### src/rtl/assert_macros.svh
// ----------------------------------------------------------------------------
// Assertion macros
// Shared concurrent assertion wrappers, clocked on clk, quiet during reset.
// ----------------------------------------------------------------------------
`ifndef ASSERT_MACROS_SVH
`define ASSERT_MACROS_SVH

// Check an implication on every rising clk edge outside reset
`define ASSERT_IMPL(label, ante, cons, msg) \
    label: assert property (@(posedge clk) disable iff (!rst_n) (ante) |-> (cons)) \
        else $error(msg);

// Check that a condition leads to another one on the next clk edge
`define ASSERT_NEXT(label, ante, cons, msg) \
    label: assert property (@(posedge clk) disable iff (!rst_n) (ante) |=> (cons)) \
        else $error(msg);

`endif

### src/rtl/ces_pkg.sv
// ----------------------------------------------------------------------------
// Contactor economizer supervisor package
// Shared types and codes for the coil state, the command beat and settings.
// ----------------------------------------------------------------------------
package ces_pkg;

    // Full pull-in compare value, saturated to the 4 bit duty field
    localparam int FULL_DUTY     = 10;
    localparam int FULL_DUTY_CAP = (FULL_DUTY > 15) ? 15 : FULL_DUTY;

    // Commands
    localparam logic [1:0] CMD_TICK      = 2'd0;
    localparam logic [1:0] CMD_ON        = 2'd1;
    localparam logic [1:0] CMD_OFF       = 2'd2;
    localparam logic [1:0] CMD_SUPERVISE = 2'd3;

    // Coil modes
    localparam logic [1:0] COIL_OFF    = 2'd0;
    localparam logic [1:0] COIL_PULLIN = 2'd1;
    localparam logic [1:0] COIL_ECON   = 2'd2;

    // Charge modes
    localparam logic [1:0] MODE_ALL_ON  = 2'd0;
    localparam logic [1:0] MODE_TWO_ON  = 2'd1;
    localparam logic [1:0] MODE_ALL_OFF = 2'd2;

    // Register indexes
    localparam logic [2:0] REG_SOC_HIGH   = 3'd0;
    localparam logic [2:0] REG_SOC_MID    = 3'd1;
    localparam logic [2:0] REG_SOC_LOW    = 3'd2;
    localparam logic [2:0] REG_SOC_HYST   = 3'd3;
    localparam logic [2:0] REG_TEMP_LIMIT = 3'd4;
    localparam logic [2:0] REG_TEMP_HYST  = 3'd5;
    localparam logic [2:0] REG_PULLIN     = 3'd6;
    localparam logic [2:0] REG_ECON_DUTY  = 3'd7;

    typedef struct packed {
        logic [1:0] mode;
        logic [7:0] cnt;
        logic [3:0] duty;
    } coil_t;

    typedef struct packed {
        coil_t [3:0] coil;
        logic [1:0]  charge_mode;
    } state_t;

    typedef struct packed {
        logic [13:0]        soc_high;
        logic [13:0]        soc_mid;
        logic [13:0]        soc_low;
        logic [9:0]         soc_hysteresis;
        logic signed [11:0] temp_limit;
        logic [8:0]         temp_hysteresis;
        logic [7:0]         pullin_ticks;
        logic [3:0]         economy_duty;
    } cfg_t;

    typedef struct packed {
        logic [1:0]         cmd;
        logic [1:0]         contactor_index;
        logic [13:0]        soc;
        logic signed [11:0] temp_one;
        logic signed [11:0] temp_two;
        logic signed [11:0] temp_three;
    } item_t;

endpackage

### src/rtl/ces_step.sv
// ----------------------------------------------------------------------------
// Contactor economizer step
// Next coil and charge state for one command beat, all in one combinational pass.
// ----------------------------------------------------------------------------
module ces_step (
    input  ces_pkg::cfg_t   cfg,
    input  ces_pkg::item_t  item,
    input  ces_pkg::state_t state,
    output ces_pkg::state_t state_next
);
    import ces_pkg::*;

    coil_t [3:0]        c;
    logic [1:0]         m;
    logic signed [11:0] tv [3];
    logic signed [11:0] ts [3];
    logic [1:0]         us [3];
    logic signed [11:0] t_tmp;
    logic [1:0]         u_tmp;
    logic [1:0]         n_on;
    logic [1:0]         chosen;
    logic signed [13:0] hyst_t;
    logic signed [13:0] hot;
    logic signed [13:0] thr;
    logic signed [13:0] gap;
    logic signed [15:0] soc_s;
    logic signed [15:0] hyst_s;

    function automatic coil_t coil_on(coil_t c_in);
        coil_t r;
        r = c_in;
        if (c_in.mode == COIL_OFF)
        begin
            r.duty = 4'(FULL_DUTY_CAP);
            r.mode = COIL_PULLIN;
            r.cnt  = '0;
        end
        return r;
    endfunction

    function automatic coil_t coil_off(coil_t c_in);
        coil_t r;
        r      = c_in;
        r.duty = '0;
        r.mode = COIL_OFF;
        return r;
    endfunction

    assign tv[0] = item.temp_one;
    assign tv[1] = item.temp_two;
    assign tv[2] = item.temp_three;

    // Apply the command to the coils and the charge machine
    always_comb
    begin
        c      = state.coil;
        m      = state.charge_mode;
        n_on   = '0;
        chosen = '0;
        t_tmp  = '0;
        u_tmp  = '0;
        for (int i = 0; i < 3; i++)
        begin
            ts[i] = tv[i];
            us[i] = 2'(i);
        end
        hyst_t = $signed({5'b0, cfg.temp_hysteresis});
        hot    = 14'(cfg.temp_limit) + hyst_t;
        thr    = 14'(cfg.temp_limit) - hyst_t;
        gap    = '0;
        soc_s  = $signed({2'b0, item.soc});
        hyst_s = $signed({6'b0, cfg.soc_hysteresis});

        unique case (item.cmd)
            CMD_TICK:
            begin
                // Count pull-in, then drop to economizer duty
                for (int i = 0; i < 4; i++)
                begin
                    if (c[i].mode == COIL_PULLIN)
                    begin
                        if (c[i].cnt != 8'hFF)
                            c[i].cnt = c[i].cnt + 8'd1;
                        if (c[i].cnt >= cfg.pullin_ticks)
                        begin
                            c[i].duty = cfg.economy_duty;
                            c[i].mode = COIL_ECON;
                        end
                    end
                end
            end
            CMD_ON:
                c[item.contactor_index] = coil_on(c[item.contactor_index]);
            CMD_OFF:
                c[item.contactor_index] = coil_off(c[item.contactor_index]);
            CMD_SUPERVISE:
            begin
                // Drop overheated inputs first
                for (int i = 0; i < 3; i++)
                    if (14'(tv[i]) > hot)
                        c[i] = coil_off(c[i]);

                // Charge hysteresis machine
                if (soc_s > $signed({2'b0, cfg.soc_high}))
                    m = MODE_ALL_OFF;
                else if (soc_s < $signed({2'b0, cfg.soc_mid}) - hyst_s
                         && m == MODE_ALL_OFF)
                    m = MODE_TWO_ON;
                else if (soc_s < $signed({2'b0, cfg.soc_low}) - hyst_s
                         && m == MODE_TWO_ON)
                    m = MODE_ALL_ON;
                else if (soc_s > $signed({2'b0, cfg.soc_mid}) + hyst_s
                         && m == MODE_TWO_ON)
                    m = MODE_ALL_OFF;

                case (m)
                    MODE_ALL_ON:
                        for (int i = 0; i < 3; i++)
                            c[i] = coil_on(c[i]);
                    MODE_ALL_OFF:
                        for (int i = 0; i < 3; i++)
                            c[i] = coil_off(c[i]);
                    MODE_TWO_ON:
                    begin
                        for (int i = 0; i < 3; i++)
                            if (c[i].mode != COIL_OFF)
                                n_on = n_on + 2'd1;
                        // Exchange sort, coolest first; ties need not keep unit order
                        for (int i = 0; i < 2; i++)
                        begin
                            for (int j = i + 1; j < 3; j++)
                            begin
                                if (ts[i] > ts[j])
                                begin
                                    t_tmp = ts[i];
                                    u_tmp = us[i];
                                    ts[i] = ts[j];
                                    us[i] = us[j];
                                    ts[j] = t_tmp;
                                    us[j] = u_tmp;
                                end
                            end
                        end
                        gap = 14'(ts[2]) - 14'(ts[1]);
                        if (n_on == 2'd3 || (n_on == 2'd2 && gap > hyst_t))
                        begin
                            // Keep up to two cool units on, shed the hottest
                            for (int i = 0; i < 3; i++)
                            begin
                                if (chosen < 2'd2 && 14'(ts[i]) < thr)
                                begin
                                    c[us[i]] = coil_on(c[us[i]]);
                                    chosen   = chosen + 2'd1;
                                end
                            end
                            c[us[2]] = coil_off(c[us[2]]);
                        end
                    end
                    default:
                    begin
                    end
                endcase
            end
            default:
            begin
            end
        endcase

        state_next.coil        = c;
        state_next.charge_mode = m;
    end

endmodule

### src/rtl/contactor_economizer_supervisor.sv
// ----------------------------------------------------------------------------
// Contactor economizer supervisor
// Coil PWM compare values for three input contactors and one output contactor.
// ----------------------------------------------------------------------------
// Usage:
//   Command beats enter on s_axis (cmd in tuser: tick, on, off, supervise).
//   Every command beat yields exactly one status beat on m_axis carrying the
//   four coil compare values, the charge mode and the on and economized masks
//   after that command took effect.
//   A command beat passes through the input register, then through the step
//   logic into the output register.
//   Throughput is one beat per cycle while m_axis does not stall; the only loop
//   is the coil and charge state register fed back through the step logic.
//   When m_axis stalls the output register holds its beat and the input
//   register still takes one more beat; s_axis_tready falls only when both
//   are full.
//   Settings are written on the cfg channel (cfg_ready is always high) and
//   act on the next command processed.
//   Reset clears all coils to off with zero duty, selects the all-on charge
//   mode, loads the default settings and empties both registers.
// ----------------------------------------------------------------------------
module contactor_economizer_supervisor (
    input  logic        clk,
    input  logic        rst_n,
    // settings write channel
    input  logic        cfg_valid,
    output logic        cfg_ready,
    input  logic [2:0]  cfg_index,
    input  logic [13:0] cfg_data,
    // command beats
    input  logic        s_axis_tvalid,
    output logic        s_axis_tready,
    input  logic [55:0] s_axis_tdata,  // contactor_index, soc, temp_one, temp_two,
                                       // temp_three, zero fill
    input  logic [1:0]  s_axis_tuser,  // cmd
    // status beats
    output logic        m_axis_tvalid,
    input  logic        m_axis_tready,
    output logic [31:0] m_axis_tdata   // duty_zero, duty_one, duty_two, duty_three,
                                       // charge_mode, on_mask, economized_mask,
                                       // zero fill
);
    import ces_pkg::*;

    `include "assert_macros.svh"

    cfg_t        cfg_reg;
    item_t       item_reg;
    logic        item_valid_reg;
    state_t      state_reg;
    state_t      state_next;
    logic [25:0] out_reg;
    logic [25:0] out_next;
    logic        out_valid_reg;
    logic        advance;
    logic        in_accept;
    logic [3:0]  on_mask;
    logic [3:0]  eco_mask;

    assign cfg_ready     = 1'b1;
    assign advance       = item_valid_reg && (!out_valid_reg || m_axis_tready);
    assign s_axis_tready = !item_valid_reg || advance;
    assign in_accept     = s_axis_tvalid && s_axis_tready;

    // Settings registers
    always_ff @(posedge clk or negedge rst_n)
    begin
        if (!rst_n)
        begin
            cfg_reg.soc_high        <= 14'd9900;
            cfg_reg.soc_mid         <= 14'd9800;
            cfg_reg.soc_low         <= 14'd9700;
            cfg_reg.soc_hysteresis  <= 10'd50;
            cfg_reg.temp_limit      <= 12'sd600;
            cfg_reg.temp_hysteresis <= 9'd50;
            cfg_reg.pullin_ticks    <= 8'd10;
            cfg_reg.economy_duty    <= 4'd5;
        end
        else if (cfg_valid)
        begin
            unique case (cfg_index)
                REG_SOC_HIGH:   cfg_reg.soc_high        <= cfg_data;
                REG_SOC_MID:    cfg_reg.soc_mid         <= cfg_data;
                REG_SOC_LOW:    cfg_reg.soc_low         <= cfg_data;
                REG_SOC_HYST:   cfg_reg.soc_hysteresis  <= cfg_data[9:0];
                REG_TEMP_LIMIT: cfg_reg.temp_limit      <= $signed(cfg_data[11:0]);
                REG_TEMP_HYST:  cfg_reg.temp_hysteresis <= cfg_data[8:0];
                REG_PULLIN:     cfg_reg.pullin_ticks    <= cfg_data[7:0];
                REG_ECON_DUTY:  cfg_reg.economy_duty    <= cfg_data[3:0];
                default:
                begin
                end
            endcase
        end
    end

    // Input register: take a beat whenever it is empty or moving on
    always_ff @(posedge clk or negedge rst_n)
    begin
        if (!rst_n)
            item_valid_reg <= 1'b0;
        else if (in_accept)
            item_valid_reg <= 1'b1;
        else if (advance)
            item_valid_reg <= 1'b0;
    end

    always_ff @(posedge clk)
    begin
        if (in_accept)
        begin
            item_reg.cmd             <= s_axis_tuser;
            item_reg.contactor_index <= s_axis_tdata[1:0];
            item_reg.soc             <= s_axis_tdata[15:2];
            item_reg.temp_one        <= $signed(s_axis_tdata[27:16]);
            item_reg.temp_two        <= $signed(s_axis_tdata[39:28]);
            item_reg.temp_three      <= $signed(s_axis_tdata[51:40]);
        end
    end

    ces_step u_step (
        .cfg        (cfg_reg),
        .item       (item_reg),
        .state      (state_reg),
        .state_next (state_next)
    );

    // Status fields from the updated state
    always_comb
    begin
        for (int i = 0; i < 4; i++)
        begin
            on_mask[i]  = (state_next.coil[i].mode != COIL_OFF);
            eco_mask[i] = (state_next.coil[i].mode == COIL_ECON);
        end
        out_next = {eco_mask, on_mask, state_next.charge_mode,
                    state_next.coil[3].duty, state_next.coil[2].duty,
                    state_next.coil[1].duty, state_next.coil[0].duty};
    end

    // Coil and charge state
    always_ff @(posedge clk or negedge rst_n)
    begin
        if (!rst_n)
        begin
            for (int i = 0; i < 4; i++)
            begin
                state_reg.coil[i].mode <= COIL_OFF;
                state_reg.coil[i].cnt  <= '0;
                state_reg.coil[i].duty <= '0;
            end
            state_reg.charge_mode <= MODE_ALL_ON;
        end
        else if (advance)
            state_reg <= state_next;
    end

    // Output register: hold while the receiver stalls
    always_ff @(posedge clk or negedge rst_n)
    begin
        if (!rst_n)
            out_valid_reg <= 1'b0;
        else if (advance)
            out_valid_reg <= 1'b1;
        else if (m_axis_tready)
            out_valid_reg <= 1'b0;
    end

    always_ff @(posedge clk)
    begin
        if (advance)
            out_reg <= out_next;
    end

    assign m_axis_tvalid = out_valid_reg;
    assign m_axis_tdata  = {6'b0, out_reg};

    `ASSERT_NEXT(a_item_kept, item_valid_reg && !advance, item_valid_reg,
        "stalled command beat dropped")
    `ASSERT_NEXT(a_result_made, advance, out_valid_reg,
        "processed command gave no status beat")
    `ASSERT_IMPL(a_eco_subset, out_valid_reg, (out_reg[25:22] & ~out_reg[21:18]) == 4'b0,
        "economized contactor reported off")
    `ASSERT_IMPL(a_off_zero, state_reg.coil[0].mode == COIL_OFF,
        state_reg.coil[0].duty == 4'b0, "off coil holds nonzero duty")

endmodule

### config.mk
export PLATFORM = sky130hd
export DESIGN_NAME = contactor_economizer_supervisor
export DESIGN_NICKNAME = d
export VERILOG_FILES = /design/src/rtl/ces_pkg.sv /design/src/rtl/ces_step.sv /design/src/rtl/contactor_economizer_supervisor.sv
export VERILOG_INCLUDE_DIRS = /design/src /design/src/rtl
export SDC_FILE = /design/constraint.sdc
export NUM_CORES = 1
export LEC_CHECK = 0
export BUFFER_PORTS_ARGS = -buffer_cell sky130_fd_sc_hd__buf_2
export CORE_ASPECT_RATIO = 1.5
export CORE_MARGIN = 1.5
export CORE_UTILIZATION = 29
export CTS_BUF_LIST = sky130_fd_sc_hd__clkbuf_4
export DETAILED_ROUTE_END_ITERATION = 16
export GPL_TIMING_DRIVEN = 0
export SETUP_SLACK_MARGIN = 0.3
export SKIP_CTS_REPAIR_TIMING = 1
export SYNTH_ARGS = -nofsm -noshare
export SYNTH_HDL_FRONTEND = slang
export SYNTH_SLANG_ARGS = --single-unit
### constraint.sdc
create_clock -name clk -period 14.06 [get_ports clk]
set_input_delay 0.703 -clock clk [delete_from_list [all_inputs] [get_ports clk]]
set_output_delay 0.703 -clock clk [all_outputs]
set_load 0.05 [all_outputs]
After elaboration in Yosys (flattened, before gate mapping)

Cells that the tools add are included.

Muxes and demuxes: 137
Magnitude comparators: 28
Reduce and logical (&&, ||, !) cells: 48
Add/subtract/negate cells: 13
Eq/ne operators: 34

Operators by type and width:

| operator                                     | number |
|---|---|
| two-way mux 56 bit                           | 13 |
| two-way mux 14 bit                           | 39 |
| bitwise mux 56 bit                           | 6 |
| case mux 56 bit (4 select lines)             | 1 |
| two-way mux 24 bit                           | 6 |
| binary-select mux 14 bit (select 2 bit)      | 5 |
| case mux 42 bit (3 select lines)             | 1 |
| demux 14 bit (select 2 bit)                  | 4 |
| two-way mux 8 bit                            | 12 |
| two-way mux 12 bit                           | 7 |
| two-way mux 2 bit                            | 29 |
| greater-than comparator 12 x 13 -> 1 bit     | 3 |
| < comparator 12 x 13 -> 1 bit                | 3 |
| greater-than comparator 12 bit               | 3 |
| adder 8 x 1 -> 8 bit (second input constant) | 4 |
| greater-or-equal comparator 8 bit            | 4 |
| < comparator 15 x 16 -> 1 bit                | 2 |
| != test 8 bit (second input constant)        | 4 |
| subtractor 14 x 10 -> 15 bit                 | 2 |
| two-way mux 4 bit                            | 7 |
| AND reduction 2 bit                          | 11 |
| equality test 2 bit (second input constant)  | 10 |
| zero test 2 bit                              | 9 |
| nonzero test 2 bit                           | 9 |
| other kinds (23)                             | 66 |

Output and inout port bits: 35
Bits in registers: 225
Word-level logic and storage cells: 290
Input bits: 80

Depth between registers and ports, before layout

Depth in word-level cells: 64
Depth in mapped cells: 59
Gate-level depth less buffers: 44

Hierarchy

Synthesis repeated with hierarchy kept, for this count alone.

Cell total of the unflattened synthesis: 2690
Area, all modules: 23094.6 um^2

Modules (own cells, without submodules):

| module                          | times used | sequential area each (um^2) | area an instance (um^2) | cells each |
|---|---|---|---|---|
| ces_step                        | 1          | 0.0                         | 15068.2                 | 2275 |
| contactor_economizer_supervisor | 1          | 6072.1                      | 8026.4                  | 415 |

Worst setup path after synthesis

Ideal clock, no wire load.

Path type: flip-flop to flip-flop
Start: register item_reg[35] in the netlist's numbering
End: register state_reg[26] in the netlist's numbering
Clock period less this slack: 11.032 ns
Library setup time: 0.128 ns
Buffers on the path: 13
Stages on the path, launching flop included: 55
Required time: 13.932 ns
Path slack: 3.028 ns
Arrival time: 10.905 ns
Path through: edfxtp_1 -> ha_1 -> buf_4 -> nand4_2 -> or3_1 -> buf_2 -> a21boi_4 -> o21ai_4 -> clkbuf_1 -> clkbuf_1 -> buf_1 -> nor2_1 -> a21oi_1 -> inv_1 -> ha_1 -> nand4_1 -> a211o_1 -> a41oi_2 -> [19 not listed] -> a21oi_1 -> xnor2_1 -> ha_1 -> nor2b_1 -> o21ai_0 -> o211ai_1 -> a21o_1 -> a21o_1 -> a21oi_1 -> o21a_1 -> nand2_1 -> a21oi_1 -> nor2_1 -> or4b_1 -> buf_4 -> nand4_2 -> buf_2 -> mux2_1

Word-level cells in the longest chain between the ends: 53
Elaborated cells on any way between the ends: 120
Those cells by class: add/sub: 4; order compare: 16; eq/ne: 2; mux: 87; reduce/logical: 11

Ends and longest elaborated chain:

| element                                  | RTL line                               | RTL |
|---|---|---|
| from (decl)                              | contactor_economizer_supervisor.sv:48  | `item_t item_reg;` |
| greater-than comparator 12 bit           | ces_step.sv:133                        | `if (ts[i] > ts[j])` |
| two-way mux 24 bit                       | ces_step.sv:133                        |  |
| two-way mux 24 bit                       | ces_step.sv:116                        | `case (m)` |
| two-way mux 24 bit                       | ces_step.sv:74                         | `unique case (item.cmd)` |
| greater-than comparator 12 bit           | ces_step.sv:133                        |  |
| two-way mux 2 bit                        | ces_step.sv:133                        |  |
| two-way mux 2 bit                        | ces_step.sv:116                        |  |
| two-way mux 2 bit                        | ces_step.sv:74                         |  |
| [37 not listed]                          | --                                     |  |
| two-way mux 56 bit                       | ces_step.sv:116                        |  |
| two-way mux 56 bit                       | ces_step.sv:74                         |  |
| binary-select mux 14 bit (select 2 bit)  | ces_step.sv:156                        | `c[us[2]] = coil_off(c[us[2]]);` |
| two-way mux 12 bit (not written as such) | ces_step.sv:156                        |  |
| bitwise mux 56 bit                       | ces_step.sv:156                        |  |
| two-way mux 56 bit (*)                   | ces_step.sv:145                        | `if (n_on == 2'd3 \|\| (n_on == 2'd2 && gap > hyst_t))` |
| case mux 42 bit (3 select lines) (*)     | ces_step.sv:116                        |  |
| case mux 56 bit (4 select lines) (*)     | ces_step.sv:74                         |  |
| to (signal assigned)                     | contactor_economizer_supervisor.sv:155 | `state_reg <= state_next;` |
| to (decl)                                | contactor_economizer_supervisor.sv:50  | `state_t state_reg;` |

Mark *: on every way between the ends. The rest lies on a longest branch, timed or not. The select of a mux whose other input is x is not followed.
A chain may end at the register's enable or synchronous reset.

==> impl_metrics.py <==
metrics = {
    "status": {
        "outcome": "finished clean",
    },
    "placed_design": {
        "hpwlAfterDp_mm": 66.5,
        "place_congestion": 0.978,
        "placed_cell_area_sq_um": 23800,
        "numPortBuffers": 101,
    },
    "critical_path": {
        "critPathSlowestCell": "or4_1",
        "worst-path-stages": 53,
        "critical_path_peak_fanout": 10,
        "crit_path_start": "item_reg[21]$_DFFE_PP_",
        "critical_path.n_buffers_inverters": 12,
        "cp-start-kind": "register",
        "timing.critical_path.slowest_cell_delay_ns": 0.56,
        "timing.critical_path.arrival_ns": 13.64,
        "worstReg2RegStart": "item_reg[21]$_DFFE_PP_",
        "cp_common_cell": "a21oi_1",
        "timing.critical_path.max_delay_family": "compound AO/OA/AOI/OAI gates",
        "critical_path_class": "register to register",
        "ff_to_ff_path_depth": 53,
        "critical_path_required_ns": 14.64,
        "end_kind": "register",
    },
    "final_layout": {
        "layout-drive-gt1-share_pct": 15.9,
        "utilization_pct": 33.8,
        "n_fill_cell": 7947,
        "finalNetCount": 3127,
        "multi_input_gate_area_in_the_final_layout_sq_um": 14800,
        "area.growth.synth_to_final_pct": 15.2,
        "finalInstanceArea_sq_um": 25300,
        "sequential_cell_area_sq_um": 6070,
        "largest_register_ff_count": 85,
    },
    "detailed_routing": {
        "detail_route.wl_per_cell_um": 22.5,
        "detail_route.iter0.violations": 1404,
        "routed-via-count": 21200,
        "route.antenna.remaining_nets": 0,
        "drt-total-wl_mm": 86.1,
        "route.detailed.drc": 0,
        "viasPerCell": 5.52,
        "drt_pass1_iterations": 8,
    },
    "timing": {
        "worst-slew-pin-transition_ns": 1.40,
        "finalHoldViolCount": 0,
        "worst_slew_margin_rel_pct": 5.84,
        "timing.final.setup_violations": 0,
        "period_needed_ns": 13.06,
        "drv_slew": 0,
        "finalSetupTns_ns": 0,
        "hold_slack_ns": 0.0601,
        "grt_setup_unrepaired": "yes",
        "fin_crit_sh_pct": 92.9,
        "fmaxAchievable_mhz": 76.6,
        "clock_tree_skew_after_final_layout_ns": 0.0892,
    },
    "clocking": {
        "clock_root_buffer": "clkbuf_4",
        "htree_num_levels": 2,
        "tritoncts_num_sinks": 225,
        "clock_insertion_delay_worst_skew_ns": 0.89,
        "clock_transition_at_the_registers_of_the_reported_paths_ns": 0.08,
        "clk_path_buf_depth": 3,
        "cts-buffers-inserted": 59,
        "tritoncts": "yes",
    },
    "synthesis": {
        "ys_ff_latch": 225,
        "netlist.top_cell.by_area": "ha_1",
        "commonest_cells_in_the_netlist": "ha_1, a21oi_1, nand2_1",
        "post_synth_instance_area_sq_um": 22000,
        "synth-async-reset-ratio_pct": 64.4,
        "ys_warn_count": 0,
        "post-synth-top-area-fraction_pct": 14.9,
        "ranking_of_synthesized_cells_by_area": "ha_1, dfrtp_1, edfxtp_1",
        "most_instantiated_flip_flop_cell_in_the_synthesis_netlist": "dfrtp_1",
        "synthDistinctLibCells": 105,
        "syn_avg_cell_area_sq_um": 8.60,
        "synth-edff-count": 80,
        "syn-instance-count": 2553,
        "most_repeated_cell_in_the_gate_level_netlist_after_synthesis": "ha_1",
        "ys_seq_area_share_pct": 27.6,
    },
    "global_routing": {
        "first_pass_grt_wire_length_mm": 128,
        "via_count_of_the_first_global_routing_pass": 20700,
        "grt_antenna_before_repair": 4,
        "grtUsageTotal_pct": 21.6,
        "grt_remaining_overflow": 0,
        "grt_start_max_net_pins": 97,
    },
    "power": {
        "leakage_nw": 10.9,
        "power_per_cell_area_nw_per_um2": 187,
        "post-layout-total-power_w": 0.00474,
        "vdd.ir_drop.worst_v": 0.0000635,
    },
    "die": {
        "fp.coreArea_sq_um": 74900,
        "die_area_sq_um": 77400,
        "num_rows": 123,
        "die_w_um": 228,
        "die_h_um": 340,
        "initial_utilization_pct": 29.3,
        "io-pin-count": 115,
    },
    "hold_path": {
        "min-delay-start": "s_axis_tvalid",
        "hold_path.class": "input pin to register",
        "whs_path_depth": 2,
    },
    "job": {
        "cap_violations": 0,
    },
}
area by class of cell:
cell class / instances / area share, %
clock inverter: 24 / 0.574
multi-input combinational: 2045 / 58.6
timing repair buffer: 161 / 4.52
clock buffer: 88 / 2.61
sequential: 225 / 24.0
inverter: 145 / 2.15
buffer: 143 / 2.58
tap: 1000 / 4.94
antenna: 1 / 0.00989
power breakdown:
part / internal [W] / switching, W
Sequential: 0.000825 / 0.000147
Clock: 0.000310 / 0.000325
Combinational: 0.00115 / 0.00198
metrics by stage:
stage | setup slack (ns) | std cells
after global routing | 0.253 | 3832
after global placement | -1.47 | 3659
after CTS | -1.35 | 3775
after detailed placement | -1.26 | 3663
final | 1.00 | 3832
after floorplan | 3.03 | 2558
final timing paths:
path / slack, ns / endpoint
setup / recovery: 1.00 / out_reg[7]$_DFFE_PP_
hold / removal: 0.06 / item_valid_reg$_DFFE_PN0P_
setup reg to reg: 1.00 / out_reg[7]$_DFFE_PP_
hold reg to reg: 0.51 / m_axis_tvalid$_DFFE_PN0P_
max in group asynchronous: 12.69 / cfg_reg[7]$_DFFE_PN1P_
min in group asynchronous: 0.37 / state_reg[24]$_DFFE_PN0P_
per-layer routing:
metal / wire [um] / GRT usage, % / vias up
li1: - / - / 9946
met1: 32400 / 23.5 / 10100
met2: 42500 / 38.4 / 798
met3: 4100 / 2.68 / 302
met4: 7070 / 16.1 / 2
met5: 15 / 0 / -
placed cells by master, fill, tap and decap left out, drive strengths merged, types with 11 or more instances in the layout:
cell type / count
ha: 262
a21oi: 228
nand2: 204
nor2: 203
clkbuf: 199
o21ai: 155
inv: 147
buf: 140
dfrtp: 112
mux2: 107
edfxtp: 80
a21o: 77
xnor2: 65
nand3: 60
nor3: 56
dlygate4sd3: 53
mux2i: 44
nand2b: 40
nand4: 36
dfstp: 33
a31oi: 30
o22ai: 28
nor2b: 26
a211oi: 26
o211ai: 25
and2: 25
o21bai: 23
o21a: 23
clkinv: 21
and3: 17
a22oi: 16
a21boi: 15
xor2: 14
a211o: 13
a221oi: 13
or2: 11
cell families (layout without fill, tap and decap cells):
group           after synthesis  count (layout)  synth area share, %
buf+inv                     288             561                 5.32
mux                         155             155                 7.97
other cells                   2               8               0.0342
flops                       225             225                 27.6
compound gates              807             807                 24.5
fa+ha+maj                   267             267                 15.4
simple gates                730             730                 16.0
xor+xnor                     79              79                 3.15
Power figures use the tool's default switching activity.
